## src/cda_pkg.sv

```systemverilog
// ----------------------------------------------------------------------------
// cda_pkg: shared types and constants of the calendar date adder
// Holds the controller states, the command and status records between the
// controller and the datapath, and the month-length lookup.
// ----------------------------------------------------------------------------
package cda_pkg;

  localparam int unsigned YearW  = 14;
  localparam int unsigned MonthW = 4;
  localparam int unsigned DayW   = 5;
  localparam int unsigned IncW   = 16;
  localparam int unsigned StepW  = 1;
  localparam int unsigned RecipW = 13;

  localparam logic [YearW-1:0]  YEAR_MIN  = 14'd1;
  localparam logic [YearW-1:0]  YEAR_MAX  = 14'd9999;
  localparam logic [MonthW-1:0] MONTH_JAN = 4'd1;
  localparam logic [MonthW-1:0] MONTH_FEB = 4'd2;
  localparam logic [MonthW-1:0] MONTH_APR = 4'd4;
  localparam logic [MonthW-1:0] MONTH_JUN = 4'd6;
  localparam logic [MonthW-1:0] MONTH_SEP = 4'd9;
  localparam logic [MonthW-1:0] MONTH_NOV = 4'd11;
  localparam logic [MonthW-1:0] MONTH_DEC = 4'd12;
  localparam logic [DayW-1:0]   DAY_FIRST = 5'd1;
  localparam logic [DayW-1:0]   DAY_LAST  = 5'd31;

  // Years per century, and its reciprocal scaled by two to the RECIP_SHIFT.
  // The product floors exactly to the century count for every year up to 9999.
  localparam logic [YearW-1:0]  CENTURY     = 14'd100;
  localparam logic [RecipW-1:0] RECIP_100   = 13'd5243;
  localparam int unsigned       RECIP_SHIFT = 19;
  localparam logic [StepW-1:0]  STEP_TOP    = 1'b1;
  localparam logic [6:0]        YMOD_LAST   = 7'd99;

  // Operation codes carried on tuser.
  localparam logic OP_LOAD = 1'b0;
  localparam logic OP_ADD  = 1'b1;

  typedef enum logic [2:0] {
    ST_IDLE,
    ST_DIV,
    ST_CLAMP,
    ST_WALK,
    ST_DONE
  } cda_state_e;

  typedef struct packed {
    logic accept;
    logic div_step;
    logic clamp;
    logic walk;
    logic out_load;
  } cda_cmd_t;

  typedef struct packed {
    logic div_last;
    logic walk_done;
    logic out_free;
  } cda_status_t;

  function automatic logic [DayW-1:0] days_in_month(input logic [MonthW-1:0] month,
                                                    input logic leap);
    logic [DayW-1:0] len;
    case (month) inside
      MONTH_APR, MONTH_JUN, MONTH_SEP, MONTH_NOV: len = 5'd30;
      MONTH_FEB: len = leap ? 5'd29 : 5'd28;
      default:   len = 5'd31;
    endcase
    return len;
  endfunction

endpackage

```

## src/cda_ctrl.sv

```systemverilog
// ----------------------------------------------------------------------------
// cda_ctrl: sequencer of the calendar date adder
// Steps the datapath through the load path (century split, day clamp) or the
// month-by-month walk of an add, then hands the date to the output register.
// ----------------------------------------------------------------------------
module cda_ctrl (
  input  logic                 clk_i,
  input  logic                 rst_ni,
  input  logic                 in_valid_i,
  input  logic                 in_op_i,
  output logic                 in_ready_o,
  input  cda_pkg::cda_status_t status_i,
  output cda_pkg::cda_cmd_t    cmd_o
);
  import cda_pkg::*;

  cda_state_e state_q, state_d;

  always_ff @(posedge clk_i or negedge rst_ni) begin
    if (!rst_ni) begin
      state_q <= ST_IDLE;
    end else begin
      state_q <= state_d;
    end
  end

  always_comb begin
    state_d = state_q;
    unique case (state_q)
      ST_IDLE: begin
        if (in_valid_i) begin
          state_d = (in_op_i == OP_ADD) ? ST_WALK : ST_DIV;
        end
      end
      ST_DIV: begin
        if (status_i.div_last) begin
          state_d = ST_CLAMP;
        end
      end
      ST_CLAMP: state_d = ST_DONE;
      ST_WALK: begin
        if (status_i.walk_done) begin
          state_d = ST_DONE;
        end
      end
      ST_DONE: begin
        if (status_i.out_free) begin
          state_d = ST_IDLE;
        end
      end
      default: state_d = ST_IDLE;
    endcase
  end

  always_comb begin
    cmd_o      = '0;
    in_ready_o = 1'b0;
    unique case (state_q)
      ST_IDLE: begin
        in_ready_o    = 1'b1;
        cmd_o.accept  = in_valid_i;
      end
      ST_DIV:   cmd_o.div_step = 1'b1;
      ST_CLAMP: cmd_o.clamp    = 1'b1;
      ST_WALK:  cmd_o.walk     = 1'b1;
      ST_DONE:  cmd_o.out_load = status_i.out_free;
      default:  cmd_o          = '0;
    endcase
  end

endmodule

```

## src/cda_dpath.sv

```systemverilog
// ----------------------------------------------------------------------------
// cda_dpath: date registers and arithmetic of the calendar date adder
// Keeps the current date with the year split into its position within the
// century and the century count modulo four, so the leap test needs no
// division; a load rebuilds the split with a two-step reciprocal multiply.
// ----------------------------------------------------------------------------
module cda_dpath (
  input  logic                         clk_i,
  input  logic                         rst_ni,
  input  cda_pkg::cda_cmd_t            cmd_i,
  output cda_pkg::cda_status_t         status_o,
  input  logic                         in_op_i,
  input  logic [cda_pkg::YearW-1:0]    in_year_i,
  input  logic [cda_pkg::MonthW-1:0]   in_month_i,
  input  logic [cda_pkg::DayW-1:0]     in_day_i,
  input  logic [cda_pkg::IncW-1:0]     in_inc_i,
  input  logic                         out_ready_i,
  output logic                         out_valid_o,
  output logic [cda_pkg::YearW-1:0]    out_year_o,
  output logic [cda_pkg::MonthW-1:0]   out_month_o,
  output logic [cda_pkg::DayW-1:0]     out_day_o,
  output logic                         out_sat_o
);
  import cda_pkg::*;

  logic [YearW-1:0]  year_q;
  logic [MonthW-1:0] month_q;
  logic [DayW-1:0]   day_q;
  logic [6:0]        ymod_q;
  logic [1:0]        cmod_q;
  logic [6:0]        quot_q;
  logic [StepW-1:0]  step_q;
  logic [IncW-1:0]   inc_q;
  logic              sat_q;
  logic              out_valid_q;
  logic [YearW-1:0]  out_year_q;
  logic [MonthW-1:0] out_month_q;
  logic [DayW-1:0]   out_day_q;
  logic              out_sat_q;

  logic [YearW-1:0]        year_clamped;
  logic [MonthW-1:0]       month_clamped;
  logic [YearW+RecipW-1:0] recip_prod;
  logic [6:0]              quot_next;
  logic [YearW-1:0]        year_rem;
  logic                    leap;
  logic [DayW-1:0]         month_len;
  logic [IncW:0]           walk_sum;
  logic                    walk_fits;
  logic                    at_limit;
  logic [IncW-1:0]         walk_used;

  always_comb begin
    if (in_year_i < YEAR_MIN) begin
      year_clamped = YEAR_MIN;
    end else if (in_year_i > YEAR_MAX) begin
      year_clamped = YEAR_MAX;
    end else begin
      year_clamped = in_year_i;
    end
    if (in_month_i < MONTH_JAN) begin
      month_clamped = MONTH_JAN;
    end else if (in_month_i > MONTH_DEC) begin
      month_clamped = MONTH_DEC;
    end else begin
      month_clamped = in_month_i;
    end
  end

  // The first step takes the century count, the second the year within it.
  assign recip_prod = year_q * RECIP_100;
  assign quot_next  = recip_prod[RECIP_SHIFT +: 7];
  assign year_rem   = year_q - ({{(YearW - 7){1'b0}}, quot_q} * CENTURY);

  // Divisible by four, and either not a century year or a century divisible by four.
  assign leap      = (year_q[1:0] == 2'd0) && ((ymod_q != 7'd0) || (cmod_q == 2'd0));
  assign month_len = days_in_month(month_q, leap);
  assign walk_sum  = {{(IncW + 1 - DayW){1'b0}}, day_q} + {1'b0, inc_q};
  assign walk_fits = (walk_sum <= {{(IncW + 1 - DayW){1'b0}}, month_len});
  assign at_limit  = (month_q >= MONTH_DEC) && (year_q >= YEAR_MAX);
  assign walk_used = {{(IncW - DayW){1'b0}}, month_len - day_q + DAY_FIRST};

  always_ff @(posedge clk_i or negedge rst_ni) begin
    if (!rst_ni) begin
      year_q  <= YEAR_MIN;
      month_q <= MONTH_JAN;
      day_q   <= DAY_FIRST;
      ymod_q  <= 7'd1;
      cmod_q  <= 2'd0;
      step_q  <= '0;
      sat_q   <= 1'b0;
    end else if (cmd_i.accept) begin
      sat_q <= 1'b0;
      if (in_op_i == OP_LOAD) begin
        year_q  <= year_clamped;
        month_q <= month_clamped;
        day_q   <= in_day_i;
        cmod_q  <= 2'd0;
        step_q  <= STEP_TOP;
      end
    end else if (cmd_i.div_step) begin
      if (step_q == 1'b0) begin
        cmod_q <= quot_q[1:0];
        ymod_q <= year_rem[6:0];
      end
      step_q <= step_q - 1'b1;
    end else if (cmd_i.clamp) begin
      if (day_q < DAY_FIRST) begin
        day_q <= DAY_FIRST;
      end else if (day_q > month_len) begin
        day_q <= month_len;
      end
    end else if (cmd_i.walk) begin
      if (walk_fits) begin
        day_q <= walk_sum[DayW-1:0];
      end else if (at_limit) begin
        year_q  <= YEAR_MAX;
        month_q <= MONTH_DEC;
        day_q   <= DAY_LAST;
        sat_q   <= 1'b1;
      end else begin
        day_q <= DAY_FIRST;
        if (month_q >= MONTH_DEC) begin
          month_q <= MONTH_JAN;
          year_q  <= year_q + 14'd1;
          if (ymod_q == YMOD_LAST) begin
            ymod_q <= 7'd0;
            cmod_q <= cmod_q + 2'd1;
          end else begin
            ymod_q <= ymod_q + 7'd1;
          end
        end else begin
          month_q <= month_q + 4'd1;
        end
      end
    end
  end

  // Working registers of the split and the walk carry no reset.
  always_ff @(posedge clk_i) begin
    if (cmd_i.accept) begin
      inc_q <= in_inc_i;
    end else if (cmd_i.div_step) begin
      quot_q <= quot_next;
    end else if (cmd_i.walk && !walk_fits && !at_limit) begin
      inc_q <= inc_q - walk_used;
    end
  end

  always_ff @(posedge clk_i or negedge rst_ni) begin
    if (!rst_ni) begin
      out_valid_q <= 1'b0;
    end else if (cmd_i.out_load) begin
      out_valid_q <= 1'b1;
    end else if (out_ready_i) begin
      out_valid_q <= 1'b0;
    end
  end

  always_ff @(posedge clk_i) begin
    if (cmd_i.out_load) begin
      out_year_q  <= year_q;
      out_month_q <= month_q;
      out_day_q   <= day_q;
      out_sat_q   <= sat_q;
    end
  end

  assign status_o.div_last  = (step_q == 1'b0);
  assign status_o.walk_done = walk_fits || at_limit;
  assign status_o.out_free  = !out_valid_q || out_ready_i;

  assign out_valid_o = out_valid_q;
  assign out_year_o  = out_year_q;
  assign out_month_o = out_month_q;
  assign out_day_o   = out_day_q;
  assign out_sat_o   = out_sat_q;

endmodule

```

## src/calendar_date_add_days.sv

```systemverilog
// ----------------------------------------------------------------------------
// calendar_date_add_days: calendar date register with day addition
// Holds a Gregorian date and either loads a new one or advances it by a
// count of days, returning the resulting date for every input beat.
// ----------------------------------------------------------------------------
// Usage:
// Input beats arrive on the s_axis group; tuser selects a load (0) or an
// add (1). Every input beat produces exactly one output beat on m_axis with
// the date after that operation and a flag that is set when an add ran past
// the last day of year 9999 and the date was held there.
// A load goes from acceptance to the output register in order: two steps
// rebuild the century split of the year with a reciprocal multiply, then the
// day is clamped to the month length. An add walks from the day it holds
// to the end of each month in turn, one month per cycle, until the rest of
// the count fits in the current month; the largest count is 65535 days.
// Only one item is in work at a time: s_axis_tready is high while the
// sequencer is idle. The output register holds a finished result while the
// receiver stalls, and the next input beat is already taken during that
// wait; the following result waits in the sequencer until the register
// drains. Reset sets the date to 0001-01-01 and empties the output.
// ----------------------------------------------------------------------------
module calendar_date_add_days (
  input  logic        clk_i,
  input  logic        rst_ni,
  input  logic        s_axis_tvalid,
  output logic        s_axis_tready,
  // new_year [13:0], new_month [17:14], new_day [22:18], days_to_add [38:23]
  input  logic [39:0] s_axis_tdata,
  // operation [0]
  input  logic        s_axis_tuser,
  output logic        m_axis_tvalid,
  input  logic        m_axis_tready,
  // cur_year [13:0], cur_month [17:14], cur_day [22:18], year_saturated [23]
  output logic [23:0] m_axis_tdata
);
  import cda_pkg::*;

  cda_cmd_t          cmd;
  cda_status_t       status;
  logic [YearW-1:0]  out_year;
  logic [MonthW-1:0] out_month;
  logic [DayW-1:0]   out_day;
  logic              out_sat;

  cda_ctrl u_ctrl (
    .clk_i      (clk_i),
    .rst_ni     (rst_ni),
    .in_valid_i (s_axis_tvalid),
    .in_op_i    (s_axis_tuser),
    .in_ready_o (s_axis_tready),
    .status_i   (status),
    .cmd_o      (cmd)
  );

  cda_dpath u_dpath (
    .clk_i       (clk_i),
    .rst_ni      (rst_ni),
    .cmd_i       (cmd),
    .status_o    (status),
    .in_op_i     (s_axis_tuser),
    .in_year_i   (s_axis_tdata[13:0]),
    .in_month_i  (s_axis_tdata[17:14]),
    .in_day_i    (s_axis_tdata[22:18]),
    .in_inc_i    (s_axis_tdata[38:23]),
    .out_ready_i (m_axis_tready),
    .out_valid_o (m_axis_tvalid),
    .out_year_o  (out_year),
    .out_month_o (out_month),
    .out_day_o   (out_day),
    .out_sat_o   (out_sat)
  );

  assign m_axis_tdata = {out_sat, out_day, out_month, out_year};

endmodule

```

## config.mk

```make
export PLATFORM = sky130hd
export DESIGN_NAME = calendar_date_add_days
export DESIGN_NICKNAME = d
export VERILOG_FILES = /design/src/cda_pkg.sv /design/src/cda_ctrl.sv /design/src/cda_dpath.sv /design/src/calendar_date_add_days.sv
export SDC_FILE = /design/constraint.sdc
export NUM_CORES = 1
export LEC_CHECK = 0
export ABC_AREA = 1
export BUFFER_PORTS_ARGS = -buffer_cell sky130_fd_sc_hd__buf_4
export CAP_MARGIN = 0
export CORE_ASPECT_RATIO = 1.25
export CORE_MARGIN = 4
export CORE_UTILIZATION = 40
export CTS_CLUSTER_SIZE = 8
export DETAILED_ROUTE_END_ITERATION = 7
export GPL_TIMING_DRIVEN = 0
export SLEW_MARGIN = 5
export SYNTH_ARGS = -nofsm -noshare
export SYNTH_HDL_FRONTEND = slang
export SYNTH_SLANG_ARGS = --single-unit
export TNS_END_PERCENT = 5
```

## constraint.sdc

```tcl
create_clock -name clk_i -period 12.4 [get_ports clk_i]
set_input_delay 0.62 -clock clk_i [delete_from_list [all_inputs] [get_ports clk_i]]
set_output_delay 0.62 -clock clk_i [all_outputs]
set_load 0.05 [all_outputs]
```

==> run summary <==
The worst register-to-register path begins at u_dpath.year_q[11]. The number of H-tree levels was 3. Along the worst path, the maximum fanout reaches 14. Walking the worst path, the cells encountered are fa_1, ha_1, inv_1, fa_1, inv_1, fa_1, inv_1, fa_1, inv_1, ha_1, nand2_1, nor3b_1, nand4_1, nand3_1, a21oi_1, xor2_1. The critical path contains buffers and inverters numbering 4 combined. Buffers placed on the I/O ports in this run total 69. The clock net in this run drives a total of 83 sinks.

Final worst clock skew: 0.00754 ns. Cell family contributing the most delay on the critical path: adder cells. Summed over all layers, the global routing overflow is 0.

After detailed routing, the wire length on met1 is 9130 um. The routed layout has 7231 vias. For the count of instances resized after the clock tree is built, the log shows 0.

The max-slew violation total from the final report came out at 0. The distinct cell type count of the synthesized netlist is 48, and the clock latency reported for the late side of the worst-skew pair is 0.34 ns. The aggregate global-route resource usage was 0.182; the max-cap violation count was 0. Once routing completed, OpenROAD measured the worst setup slack at 7.45 ns.

The logs give 39 for the largest net degree at the start of global routing and 5.03 ns for the signal arrival time at the worst endpoint. The clock tree buffer depth came out at 2. The quantity of hold-fixing buffers added after cts is 0.

The tree is rooted in a clkbuf_16. Once the clock tree was built, the setup fixing pass inserted 0 buffers. The slew of the pin with the lowest slew margin works out to 0.890 ns.

Number of warning messages in the yosys log: 0. By startpoint and endpoint, the worst setup path is classified as reg -> reg. Before antenna repair, the detailed router went through 7 iterations. After clock tree synthesis, the clock-pin slew on the worst setup and hold paths is 0.07 ns.

For the synthesized instance count, the log shows 1085. In this design, the stage delay of the slowest critical-path cell is 0.80 ns. TritonCTS built the clock tree.

The final period utilization is 0.399. The run finished with clean final reports. After detailed routing, the number of vias per cell comes to 4.97.

The worst setup path is launched from a flip-flop. The initialized floorplan defines 61 standard-cell rows. Post-synthesis cell type with the largest combined area: ha_1. The core region is 22400 sq um. After synthesis, the mean cell area works out to 8.41 sq um.

For the minimum setup slack among reg-to-reg paths, the log shows 7.45 ns. The worst flop-to-flop path endpoint was u_dpath.quot_q[4]. Leading cell type in the layout, fill and taps excluded: inv_1.

The final wirelength is 22200 um. The final layout contains 1415 nets. The layout cell share with drive strength beyond 1 is 0.109, and the starting utilization of the core area is 0.408.

The post-layout minimum cycle time was 4.95 ns; the number of global-route vias before repair was 7443. In the layout the commonest cells are inv_1, nand2_1, ha_1. The HPWL after detailed placement is 18600 um. Uppermost metal layer occupied by signal nets: met4. The area fraction of the dominant cell type after synthesis is 0.189, and the number of buffers added by the clock tree synthesis step is 9. The initial antenna violation count was 0.

The endpoint class of the critical path is a flip-flop. The count of antenna-violating nets left after detailed routing was 0. The post-route DRC violation count is 0, and the sequential area share after synthesis is 0.253.

The count of flip-flops with a built-in enable after synthesis is 45. The fraction of registers with async set or reset after synthesis is 0.458. The I/O pin count was 71.

By area the synthesized netlist is led by ha_1, edfxtp_1, fa_1, dfrtp_1, inv_1. For the final weighted congestion in routability-driven placement, the log shows 0.869. After the first detailed-routing iteration, the DRC count stood at 243. The predominant post-synthesis flop cell was edfxtp_1. Based on the critical path, the design can be clocked at up to 202 MHz.

The worst register-to-register path has a depth of 16. The global-route wire length before repair was 36600 um. The antenna cell count came out at 0. The final hold violation count was 0; the horizontal die dimension was 143 um. The floorplan step defined a die boundary enclosing 25300 sq um. At the worst endpoint, the required time is 12.48 ns. The worst relative slew slack came out at 0.405. Relative to the synthesized area, the layout overhead comes to 12.9%.

The sum of negative setup slack was 0 ns; the routed length per instance was 15.3 um. The routed design uses 12100 um of met2 wire. The worst hold path belongs to the class in -> async.

The net count after synthesis is 1334, and the height of the die is 177 um. The synthesized netlist occupies a cell area of 9120 sq um. The post-placement setup slack is 7.42 ns, and the number of flip-flops and latches in the synthesized netlist is 83.

Setup repair after global routing left no endpoint under its margin. Detailed routing placed a total of 606 um of wire on met3. The slowest stage cell on the critical path was dfrtp_1. Setup violations remaining at the end of the flow were counted as 0.
worst max-delay path by stage:
stage                                  start           endpoint  slack [ns]  depth (start not counted)
final                     u_dpath.year_q[11]  u_dpath.quot_q[4]        7.45                         16
after global routing      u_dpath.year_q[11]  u_dpath.quot_q[4]        7.15                         16
after CTS                 u_dpath.year_q[11]  u_dpath.quot_q[4]        7.39                         16
after detailed placement  u_dpath.year_q[11]  u_dpath.quot_q[4]        7.42                         16
after global placement    u_dpath.year_q[11]  u_dpath.quot_q[4]        7.42                         16
after floorplan           u_dpath.year_q[11]  u_dpath.quot_q[4]        8.01                         16
worst reg2reg max path: cells and delay by family (launching register included):
family                   cells  cell delay [ns]
flip-flops                   1             0.80
AO/OA/AOI/OAI                1             0.10
adder cells (fa/ha/maj)      6             2.70
buffers and inverters        4             0.20
AND/OR/NAND/NOR              4             0.70
XOR/XNOR                     1             0.17
final cells by class:
type | instances | area, sq um
multi-input cells | 774 | 5930
inverters | 213 | 800
clock buffers | 9 | 225
fillers | 2192 | 12100
clock inverters | 7 | 66.3
repair buffers | 70 | 533
flip-flops and latches | 83 | 2310
plain buffers | 15 | 86.3
well taps | 283 | 354
per-stage QoR:
stage	hold WS (ns)	cell area, sq um	cells	util
after floorplan	0.324	9120	1085	-
after global placement	0.432	9990	1437	0.447
after detailed placement	0.432	10000	1438	0.448
after CTS	0.275	10300	1454	0.461
after global routing	0.298	10300	1454	0.461
final	0.262	10300	1454	0.461
cell families after synthesis:
kind of cell	share of synthesized area
buffers and inverters	0.0971
adder cells (fa/ha/maj)	0.334
XOR/XNOR	0.0346
AO/OA/AOI/OAI	0.0908
AND/OR/NAND/NOR	0.191
flip-flops	0.253
registers in the layout, indices dropped and copies added (netlist names):
register and cells:
u_dpath.day_q 5, u_dpath.inc_q 16, u_dpath.out_day_o 5, u_dpath.cmod_q 2, u_dpath.year_q 14, u_dpath.sat_q 1
u_dpath.out_month_o 4, u_dpath.ymod_q 7, u_ctrl.state_q 3, u_dpath.out_sat_o 1, u_dpath.step_q 1, u_dpath.quot_q 5
u_dpath.month_q 4, u_dpath.out_valid_o 1, u_dpath.out_year_o 14
cell usage after synthesis (all sizes together), types with 4 or more instances:
cell type / instances
nand2: 214
inv: 212
ha: 138
nor2: 75
nand3: 67
fa: 66
o21ai: 66
edfxtp: 45
a21oi: 44
dfrtp: 34
xor2: 26
nand4: 17
xnor2: 10
buf: 8
o22ai: 8
clkbuf: 7
nor3: 7
nor4: 5
o2bb2ai: 5
a31oi: 4
dfstp: 4
o211ai: 4
o31ai: 4
layer usage:
| layer | vias to the layer above | global-route usage |
|---|---|---|
| li1 | 3681 | - |
| met2 | 113 | 0.348 |
| met4 | 0 | 0.0468 |
| met5 | - | 0 |
| met1 | 3412 | 0.214 |
| met3 | 25 | 0.0184 |
Power is not shown: default switching activity piles up to over one toggle a cycle in this logic, so the estimate is an artifact.
